===== config.mk =====
export PLATFORM = sky130hd
export DESIGN_NAME = tracker_failover_scheduler
export DESIGN_NICKNAME = d
export VERILOG_FILES = /design/src/hw/rtl/tfs_pkg.sv /design/src/hw/rtl/tracker_failover_scheduler.sv
export VERILOG_INCLUDE_DIRS = /design/src /design/src/hw/rtl
export SDC_FILE = /design/constraint.sdc
export NUM_CORES = 1
export LEC_CHECK = 0
export BUFFER_PORTS_ARGS = -buffer_cell sky130_fd_sc_hd__buf_2
export CAP_MARGIN = 20
export CORE_UTILIZATION = 30
export CTS_CLUSTER_SIZE = 14
export DETAILED_ROUTE_END_ITERATION = 8
export HOLD_SLACK_MARGIN = 0.02
export PLACE_DENSITY = 0.49
export SLEW_MARGIN = 25
export SYNTH_ARGS = -nofsm -noshare
export SYNTH_HDL_FRONTEND = slang
export SYNTH_SLANG_ARGS = --single-unit
export TNS_END_PERCENT = 30

===== constraint.sdc =====
create_clock -name i_clk -period 23.5 [get_ports i_clk]
set_clock_uncertainty 0.1 [all_clocks]
set_input_delay 1.175 -clock i_clk [delete_from_list [all_inputs] [get_ports i_clk]]
set_output_delay 1.175 -clock i_clk [all_outputs]
set_load 0.01 [all_outputs]

===== src/hw/rtl/assert_macros.svh =====
// Assertion helper macros for the RTL.
`ifndef ASSERT_MACROS_SVH
`define ASSERT_MACROS_SVH

// Implication check, sampled on the rising clock, off while reset is held.
`define ASSERT_IMPL(label, clk, rst_n, ante, cons) \
    label: assert property (@(posedge clk) disable iff (!rst_n) (ante) |-> (cons)) \
        else $error("assertion failed");

// Next-cycle implication check.
`define ASSERT_NEXT(label, clk, rst_n, ante, cons) \
    label: assert property (@(posedge clk) disable iff (!rst_n) (ante) |=> (cons)) \
        else $error("assertion failed");

`endif


===== src/hw/rtl/tfs_pkg.sv =====
// ---------------------------------------------------------------------------
// tfs_pkg: shared types and codes of the tracker failover scheduler
// Request and result payload structs, event and timer codes.
// ---------------------------------------------------------------------------
`timescale 1ns / 1ps

package tfs_pkg;

    typedef struct packed {
        logic [2:0]  mode;
        logic [31:0] now_seconds;
        logic [1:0]  result_kind;
        logic [23:0] reply_interval;
    } t_req;

    typedef struct packed {
        logic        cancel_pending;
        logic        send_now;
        logic [2:0]  target_slot;
        logic [1:0]  event_code;
        logic [1:0]  timer_action;
        logic [1:0]  timer_class;
        logic [23:0] timer_seconds;
        logic        tier_live;
        logic        tier_good;
    } t_res;

    localparam logic [2:0] MODE_START    = 3'd0;
    localparam logic [2:0] MODE_STOP     = 3'd1;
    localparam logic [2:0] MODE_COMPLETE = 3'd2;
    localparam logic [2:0] MODE_RESPONSE = 3'd3;
    localparam logic [2:0] MODE_TIMER    = 3'd4;

    localparam logic [1:0] EV_NONE      = 2'd0;
    localparam logic [1:0] EV_STARTED   = 2'd1;
    localparam logic [1:0] EV_STOPPED   = 2'd2;
    localparam logic [1:0] EV_COMPLETED = 2'd3;

    localparam logic [1:0] TA_LEAVE  = 2'd0;
    localparam logic [1:0] TA_DISARM = 2'd1;
    localparam logic [1:0] TA_ARM    = 2'd2;

    localparam logic [1:0] TC_EXACT  = 2'd0;
    localparam logic [1:0] TC_DEFLT  = 2'd1;
    localparam logic [1:0] TC_RETRY1 = 2'd2;
    localparam logic [1:0] TC_RETRY2 = 2'd3;

    localparam logic [1:0] RK_SRV_FAIL  = 2'd0;
    localparam logic [1:0] RK_CONN_FAIL = 2'd1;
    localparam logic [1:0] RK_BAD_DATA  = 2'd2;
    localparam logic [1:0] RK_OK        = 2'd3;

    localparam logic [2:0] RA_ENTRY_COUNT = 3'd0;
    localparam logic [2:0] RA_MIN_GAP     = 3'd4;

endpackage


===== src/hw/rtl/tracker_failover_scheduler.sv =====
// Tracker failover scheduler. One request (start, stop, complete, response,
// timer expiry) yields one result: cancel, send to a server slot with an
// event code, and a timer action. A small sequencer walks the slot list one
// position per cycle with a single shared scan/compare step (finding the first
// non-failed server, or rotating a responding server to the front); a request
// that may send then passes the request-spacing check (one subtract and compare)
// in S_ISSUE before the result is held for the consumer in S_OUT. An ignored
// request goes straight to the held result, a direct send passes through
// S_ISSUE, a response that moves a server to the front passes through S_ROT,
// and a server failure first scans to confirm a good server and then scans
// past the current one. The block takes no new request until the result is
// taken.
// ---------------------------------------------------------------------------
// tracker_failover_scheduler: announce tier failover and retry control
// Sequenced scan over the slot list with a shared compare/shift step.
// ---------------------------------------------------------------------------
`timescale 1ns / 1ps
`include "assert_macros.svh"

module tracker_failover_scheduler
    import tfs_pkg::*;
#(
    parameter int MAX_SLOTS = 8,
    parameter int TIME_BITS = 32
) (
    input  logic        i_clk,
    input  logic        i_rst_n,
    input  logic        i_valid,
    output logic        o_stall,
    input  t_req        i_req,
    output logic        o_valid,
    input  logic        i_stall,
    output t_res        o_res,
    input  logic        psel,
    input  logic        penable,
    input  logic        pwrite,
    input  logic [2:0]  paddr,
    input  logic [31:0] pwdata,
    output logic [31:0] prdata,
    output logic        pready
);

    localparam int SW = (MAX_SLOTS > 1) ? $clog2(MAX_SLOTS) : 1;
    localparam int CW = $clog2(MAX_SLOTS + 1);

    // sequencer states
    localparam logic [2:0] S_IDLE  = 3'd0;
    localparam logic [2:0] S_SCAN  = 3'd1;  // find first good from r_scan
    localparam logic [2:0] S_ROT   = 3'd2;  // move responder to front
    localparam logic [2:0] S_ISSUE = 3'd3;  // spacing check / send
    localparam logic [2:0] S_OUT   = 3'd4;

    // scan purposes
    localparam logic [1:0] P_ANYGOOD = 2'd0; // response server fail: any good?
    localparam logic [1:0] P_NEXT    = 2'd1; // next after current position
    localparam logic [1:0] P_FIRST   = 2'd2; // first good, else position 0
    localparam logic [1:0] P_TIMER   = 2'd3; // first good, ignore if none

    logic [2:0]           r_state;
    logic [1:0]           r_purp;
    logic [CW-1:0]        r_scan;
    logic [SW-1:0]        r_order [MAX_SLOTS];
    logic [MAX_SLOTS-1:0] r_failed;
    logic [SW-1:0]        r_cur;
    logic [1:0]           r_event;
    logic                 r_active, r_responded, r_pending;
    logic [7:0]           r_bad;
    logic [23:0]          r_learned;
    logic [TIME_BITS-1:0] r_last, r_next, r_now;
    logic [3:0]           r_entry_cnt, r_gap;
    logic [SW-1:0]        r_ipos;
    logic [1:0]           r_iev;
    logic [SW-1:0]        r_hold;
    t_res                 r_res;

    // effective list length
    logic [CW-1:0] total;
    always_comb begin
        if (r_entry_cnt == 4'd0)
            total = CW'(1);
        else if (32'(r_entry_cnt) > MAX_SLOTS)
            total = CW'(MAX_SLOTS);
        else
            total = CW'(r_entry_cnt);
    end

    logic [SW-1:0] cur_p;
    assign cur_p = (CW'(r_cur) < total) ? r_cur : '0;

    logic scan_idx_ok;
    logic scan_hit;
    assign scan_idx_ok = r_scan < total;
    assign scan_hit = scan_idx_ok && !r_failed[r_order[r_scan[SW-1:0]]];

    // spacing check
    logic [TIME_BITS-1:0] elapsed, base, nxt, dly;
    logic                 too_early;
    always_comb begin
        elapsed = r_now - r_last;
        too_early = (r_last > r_now) || (elapsed < TIME_BITS'(r_gap));
        base = (r_next > r_last) ? r_next : r_last;
        nxt = base + TIME_BITS'(r_gap);
        dly = nxt - r_now;
    end

    logic cfg_wr;
    assign cfg_wr = psel && penable && pwrite;
    assign pready = 1'b1;
    always_comb begin
        case (paddr)
            RA_ENTRY_COUNT: prdata = {28'd0, r_entry_cnt};
            RA_MIN_GAP:     prdata = {28'd0, r_gap};
            default:        prdata = '0;
        endcase
    end

    assign o_stall = (r_state != S_IDLE);
    assign o_valid = (r_state == S_OUT);

    logic acc;
    assign acc = i_valid && !o_stall;

    always_ff @(posedge i_clk) begin
        if (!i_rst_n) begin
            r_state <= S_IDLE;
            r_purp <= P_ANYGOOD;
            r_scan <= '0;
            for (int i = 0; i < MAX_SLOTS; i++) r_order[i] <= SW'(i);
            r_failed <= '0;
            r_cur <= '0;
            r_event <= EV_STOPPED;
            r_active <= 1'b0;
            r_responded <= 1'b0;
            r_pending <= 1'b0;
            r_bad <= '0;
            r_learned <= '0;
            r_last <= '0;
            r_next <= '0;
            r_entry_cnt <= 4'd1;
            r_gap <= 4'd1;
            r_now <= '0;
            r_ipos <= '0;
            r_iev <= EV_NONE;
            r_hold <= '0;
            r_res <= '0;
        end else begin
            if (cfg_wr && paddr == RA_ENTRY_COUNT) begin
                r_entry_cnt <= pwdata[3:0];
                for (int i = 0; i < MAX_SLOTS; i++) r_order[i] <= SW'(i);
                r_failed <= '0;
                r_cur <= '0;
            end
            if (cfg_wr && paddr == RA_MIN_GAP) r_gap <= pwdata[3:0];

            case (r_state)
                S_IDLE: begin
                    if (acc) begin
                        r_now <= TIME_BITS'(i_req.now_seconds);
                        r_res <= '0;
                        r_state <= S_OUT;
                        case (i_req.mode)
                            MODE_START: begin
                                r_failed <= '0;
                                r_responded <= 1'b0;
                                r_bad <= '0;
                                r_active <= 1'b1;
                                r_ipos <= '0;
                                r_iev <= EV_STARTED;
                                r_state <= S_ISSUE;
                            end
                            MODE_STOP: begin
                                if (r_active && r_event != EV_STOPPED) begin
                                    if (!r_responded && r_bad > 8'd1) begin
                                        r_res.timer_action <= TA_DISARM;
                                        r_res.cancel_pending <= r_pending;
                                        r_pending <= 1'b0;
                                        r_active <= 1'b0;
                                    end else begin
                                        r_iev <= EV_STOPPED;
                                        r_purp <= P_FIRST;
                                        r_scan <= '0;
                                        r_state <= S_SCAN;
                                    end
                                end
                            end
                            MODE_COMPLETE: begin
                                if (r_active && r_event == EV_NONE) begin
                                    r_ipos <= '0;
                                    r_iev <= EV_COMPLETED;
                                    r_state <= S_ISSUE;
                                end
                            end
                            MODE_RESPONSE: begin
                                if (r_pending) begin
                                    r_pending <= 1'b0;
                                    r_iev <= r_event;
                                    if (i_req.result_kind == RK_SRV_FAIL) begin
                                        r_failed[r_order[cur_p]] <= 1'b1;
                                        r_purp <= P_ANYGOOD;
                                        r_scan <= '0;
                                        r_state <= S_SCAN;
                                    end else if (i_req.result_kind == RK_CONN_FAIL) begin
                                        r_purp <= P_NEXT;
                                        r_scan <= CW'(cur_p) + CW'(1);
                                        r_state <= S_SCAN;
                                    end else begin
                                        if (r_event == EV_STOPPED) begin
                                            r_active <= 1'b0;
                                        end else begin
                                            r_event <= EV_NONE;
                                            r_res.timer_action <= TA_ARM;
                                            if (i_req.reply_interval != 24'd0) begin
                                                r_learned <= i_req.reply_interval;
                                                r_res.timer_seconds <= i_req.reply_interval;
                                            end else if (r_learned != 24'd0) begin
                                                r_res.timer_seconds <= r_learned;
                                            end else begin
                                                r_res.timer_class <= TC_DEFLT;
                                            end
                                        end
                                        r_bad <= '0;
                                        r_responded <= 1'b1;
                                        r_hold <= r_order[cur_p];
                                        r_scan <= CW'(cur_p);
                                        r_cur <= '0;
                                        r_state <= S_ROT;
                                    end
                                end
                            end
                            MODE_TIMER: begin
                                if (r_active) begin
                                    r_iev <= r_event;
                                    r_purp <= P_TIMER;
                                    r_scan <= '0;
                                    r_state <= S_SCAN;
                                end
                            end
                            default: ;
                        endcase
                    end
                end
                S_SCAN: begin
                    if (scan_hit) begin
                        if (r_purp == P_ANYGOOD) begin
                            r_purp <= P_NEXT;
                            r_scan <= CW'(cur_p) + CW'(1);
                        end else begin
                            r_ipos <= r_scan[SW-1:0];
                            r_state <= S_ISSUE;
                        end
                    end else if (!scan_idx_ok) begin
                        case (r_purp)
                            P_ANYGOOD: begin
                                r_active <= 1'b0;
                                r_state <= S_OUT;
                            end
                            P_FIRST: begin
                                r_ipos <= '0;
                                r_state <= S_ISSUE;
                            end
                            P_TIMER: r_state <= S_OUT;
                            default: begin
                                // no server left after current: count it
                                r_state <= S_OUT;
                                if (r_bad != 8'hFF) r_bad <= r_bad + 8'd1;
                                if (r_event == EV_STOPPED && r_bad >= 8'd1) begin
                                    r_active <= 1'b0;
                                end else if (r_bad == 8'd0) begin
                                    r_ipos <= '0;
                                    r_state <= S_ISSUE;
                                end else begin
                                    r_res.timer_action <= TA_ARM;
                                    r_res.timer_class <= (r_bad == 8'd1) ? TC_RETRY1
                                                                         : TC_RETRY2;
                                end
                            end
                        endcase
                    end else begin
                        r_scan <= r_scan + CW'(1);
                    end
                end
                S_ROT: begin
                    // shift one position per cycle toward the back
                    if (r_scan == '0) begin
                        r_order[0] <= r_hold;
                        r_state <= S_OUT;
                    end else begin
                        r_order[r_scan[SW-1:0]] <= r_order[r_scan[SW-1:0] - SW'(1)];
                        r_scan <= r_scan - CW'(1);
                    end
                end
                S_ISSUE: begin
                    r_res.cancel_pending <= r_pending;
                    r_pending <= 1'b0;
                    r_event <= r_iev;
                    r_cur <= r_ipos;
                    r_state <= S_OUT;
                    if (too_early) begin
                        r_next <= nxt;
                        r_res.timer_action <= TA_ARM;
                        r_res.timer_class <= TC_EXACT;
                        r_res.timer_seconds <= (dly > TIME_BITS'(24'hFFFFFF)) ? 24'hFFFFFF
                                                                       : 24'(dly);
                    end else begin
                        r_res.timer_action <= TA_DISARM;
                        r_res.send_now <= 1'b1;
                        r_res.target_slot <= 3'(r_order[r_ipos]);
                        r_res.event_code <= r_iev;
                        r_pending <= 1'b1;
                        r_last <= r_now;
                    end
                end
                S_OUT: begin
                    if (!i_stall) r_state <= S_IDLE;
                end
                default: r_state <= S_IDLE;
            endcase
        end
    end

    // status fields come straight from the tier state, which is final and
    // held steady while the result waits in S_OUT
    logic out_active, out_good;
    assign out_active = r_active;
    assign out_good = r_active && (r_bad == 8'd0);

    always_comb begin
        o_res = r_res;
        o_res.tier_live = out_active;
        o_res.tier_good = out_good;
    end

    `ASSERT_IMPL(a_out_only_done, i_clk, i_rst_n, o_valid, r_state == S_OUT)
    `ASSERT_IMPL(a_send_has_pend, i_clk, i_rst_n, o_valid && r_res.send_now, r_pending)
    `ASSERT_NEXT(a_acc_busy, i_clk, i_rst_n, acc, o_stall)

endmodule

==> key figures <==
Routing
  • Avg WL per Cell: 19.3 µm
  • Antenna-violating nets left: 0
  • DRC Markers: 0
  • Final WL: 59.6 mm
  • DRT iter0 DRCs: 1211
  • DR vias: 16700
  • Vias per Instance: 5.41
  • First drt pass iteration count: 5

Floorplanning
  • Area of the die: 60200 µm²
  • Initial Util: 0.306
  • Die Span Y: 245 µm
  • Cell row count: 88
  • Core area: 58100 µm²
  • Io pins: 175
  • Die X: 245 µm

Critical path
  • CP arrival: 9.69 ns
  • R2R cell count: 27
  • Reg-to-reg slack, setup: 14.13 ns
  • CP Max Fanout: 16
  • Reg-to-Reg Start: r_last[15]
  • Startpoint Class: register
  • Reg2reg end: o_res[13]
  • Crit path kind: register to register
  • Required @ worst endpoint: 23.82 ns
  • Critical path capture point type: register

Hold path
  • Hold endpoint: o_res[29]
  • Hold path depth: 2
  • Hold Path Origin: o_res[29]
  • Worst min path class: register to register

Global routing
  • First-pass GRT wire length: 91.8 mm
  • Largest net degree at the start of global routing: 92
  • Initial antenna violation count: 0
  • Vias in the first global route: 16100
  • Gr ovfl total: 0
  • GRT Total Usage: 0.192

Yosys
  • Yosys reg bits: 234
  • Post-synthesis sequential area ratio: 0.277
  • Synth warn: 0
  • Top-area cell type share of the netlist area: 0.237
  • Post-synth EDFFs: 24
  • Fraction of registers with async set/reset: 0
  • Cell taking the most area after synthesis: dfxtp_1
  • Synth Cell Area: 17800 µm²
  • Post-synth cell types: 84
  • Mapped Avg Cell Area: 7.88 µm²
  • Main area contributors after synthesis: dfxtp_1 24%, ha_1 8.3%, nand2_1 7.1%, mux2i_1 6.4%, a21oi_1 5.2%
  • Syn Inst Count: 2257
  • Post-synth top flop: dfxtp_1

Timing
  • Fin. max-slew vios: 0
  • Fmax: 107 MHz
  • Finish-stage setup viols: 0
  • Final hold vios: 0
  • Period utilization: 0.399
  • Worst Tran Pin Value: 0.955 ns
  • Slew headroom: 0.345
  • Tmin final: 9.37 ns
  • RSZ-0062 raised after global routing: false
  • Setup Total Neg Slack: 0 ns
  • Final WS setup: 14.13 ns

Place
  • Dpl ws: 14.22 ns
  • Post-DP HPWL: 44.8 mm
  • Number of port buffers: 117
  • GP Congestion: 0.894
  • Placed insts: 3030

Clocking
  • TritonCTS Buffers: 30
  • Worst skew pair latency: 0.58 ns
  • Clock transition at path regs: 0.06 ns
  • H-tree levels: 1
  • Post-cts gate resize count: 0
  • Hold_buf cts: 0
  • Root buffer cell: clkbuf_16
  • Sinks on the clock net: 234
  • Maximum clock insertion buffer count: 3
  • CTS tree: yes
  • Setup bufs post-CTS: 0

Final layout
  • Core Util, Final: 0.342
  • Layout fillers: 6174
  • Layout cells sized above 1: 0.105
  • Final #Nets: 2521
  • Area delta synth->final: 12.0%
  • ANT cells: 0
  • Post-Layout Cell Count: 3085

Pwr
  • Pleak: 8.19 nW
  • Max VDD drop: 48.8 µV
  • Cell Pwr Density: 86.7 nW/µm²

Status
  • Status: finished clean

Flow run
  • Max Cap Viol: 0
[power by group]
group | leakage [nW] | switching [mW] | internal, mW
sequential | 1.91 | 0.0534 | 0.436
clock | 0.522 | 0.188 | 0.312
combinational | 5.76 | 0.463 | 0.273
[routing by layer]
metal  vias to the layer above  global-route usage  routed length (µm)
met4                         0              0.0544                1660
met5                         -                   0                   0
met1                      8020               0.251               26700
met2                       407               0.331               28700
li1                       8160                   -                   -
met3                        90              0.0223                2500
[cells by family after synthesis]
| kind of cell | Yosys count | synth area share |
|---|---|---|
| compound gates | 600 | 0.221 |
| xor+xnor | 94 | 0.0463 |
| fa+ha+maj | 121 | 0.0864 |
| buf+inv | 261 | 0.0635 |
| flops | 234 | 0.277 |
| mux | 147 | 0.0985 |
| other cells | 2 | 0.000422 |
| simple gates | 798 | 0.207 |
[flip-flops by register name (all words and copies together), names as in the netlist, 8 cells and up, named ones only]
register	count
r_failed	8
r_order	24
r_last	32
o_res	35
r_now	32
r_learned	24
r_bad	8
r_next	32
[layout make-up]
class / count / area, µm² / area share
clock buffer: 42 / 877 / 0.0441
inverter: 114 / 429 / 0.0216
sequential: 234 / 4920 / 0.247
multi-input combinational: 1789 / 11900 / 0.596
tap: 765 / 957 / 0.0481
clock inverter: 13 / 193 / 0.00968
timing repair buffer: 128 / 671 / 0.0337
[synth_stat cells, types with 37 or more instances]
cell type  instances
ha_1             118
o21ai_0          121
dfxtp_1          210
mux2i_1          113
clkbuf_1          95
nand3_1           60
nand4_1           44
nand2_1          335
xnor2_1           58
nor2_1           173
a21o_1            37
a21oi_1          185
inv_1            111
[how the worst max path moves through the flow]
stage          depth (start not counted)        end        from  slack [ns]
5_1_grt                               27  o_res[13]  r_last[15]       13.54
4_1_cts                               27  o_res[13]  r_last[15]       14.18
3_3_place_gp                          27  o_res[24]  r_last[15]       14.35
2_1_floorplan                         33  o_res[14]  r_last[15]       15.61
6_report                              27  o_res[13]  r_last[15]       14.13
3_5_place_dp                          27  o_res[24]  r_last[15]       14.22
[worst max-delay path, stage by stage (launching register included)]
cell and delay [ns]:
dfxtp_1 0.44, inv_1 0.13, ha_1 0.33, nand4_1 0.18, nor4_1 0.66, a211oi_1 0.16, a22o_1 0.28, nor2_4 0.32
mux2_2 0.43, fa_1 0.44, a21o_1 0.20, a21oi_1 0.62, a21oi_1 0.21, nand2_1 0.14, xnor2_1 0.13, mux2i_1 0.17
ha_1 0.48, nand2_1 0.10, or3_1 0.47, a2111oi_0 0.47, nor3b_1 0.20, o31a_1 0.38, o21ai_0 0.26, a21oi_1 0.12
xnor2_1 0.15, or4_1 0.62, a211oi_4 0.83, a21oi_1 0.14
[per-stage QoR]
| step | total power, mW | hold slack [ns] | cell area, µm² |
|---|---|---|---|
| after global routing | 1.83 | 0.380 | 19900 |
| after global placement | 1.22 | 0.344 | 18800 |
| after CTS | 1.74 | 0.361 | 19900 |
| after floorplan | 1.00 | 0.331 | 17900 |
| after detailed placement | 1.23 | 0.351 | 18800 |
| final | 1.73 | 0.358 | 19900 |
[placed cells by master, fill, tap and decap left out, types with 37 or more instances in the layout]
cell type / Yosys / routed
nand4_1: 44 / 44
buf_2: 14 / 116
nor2_1: 173 / 173
nand2_1: 335 / 333
o21ai_0: 121 / 121
nand3_1: 60 / 60
ha_1: 118 / 118
inv_1: 111 / 111
mux2i_1: 113 / 113
a21o_1: 37 / 37
dfxtp_1: 210 / 210
xnor2_1: 58 / 58
a21oi_1: 185 / 185
(Power assumes the default switching activity.)
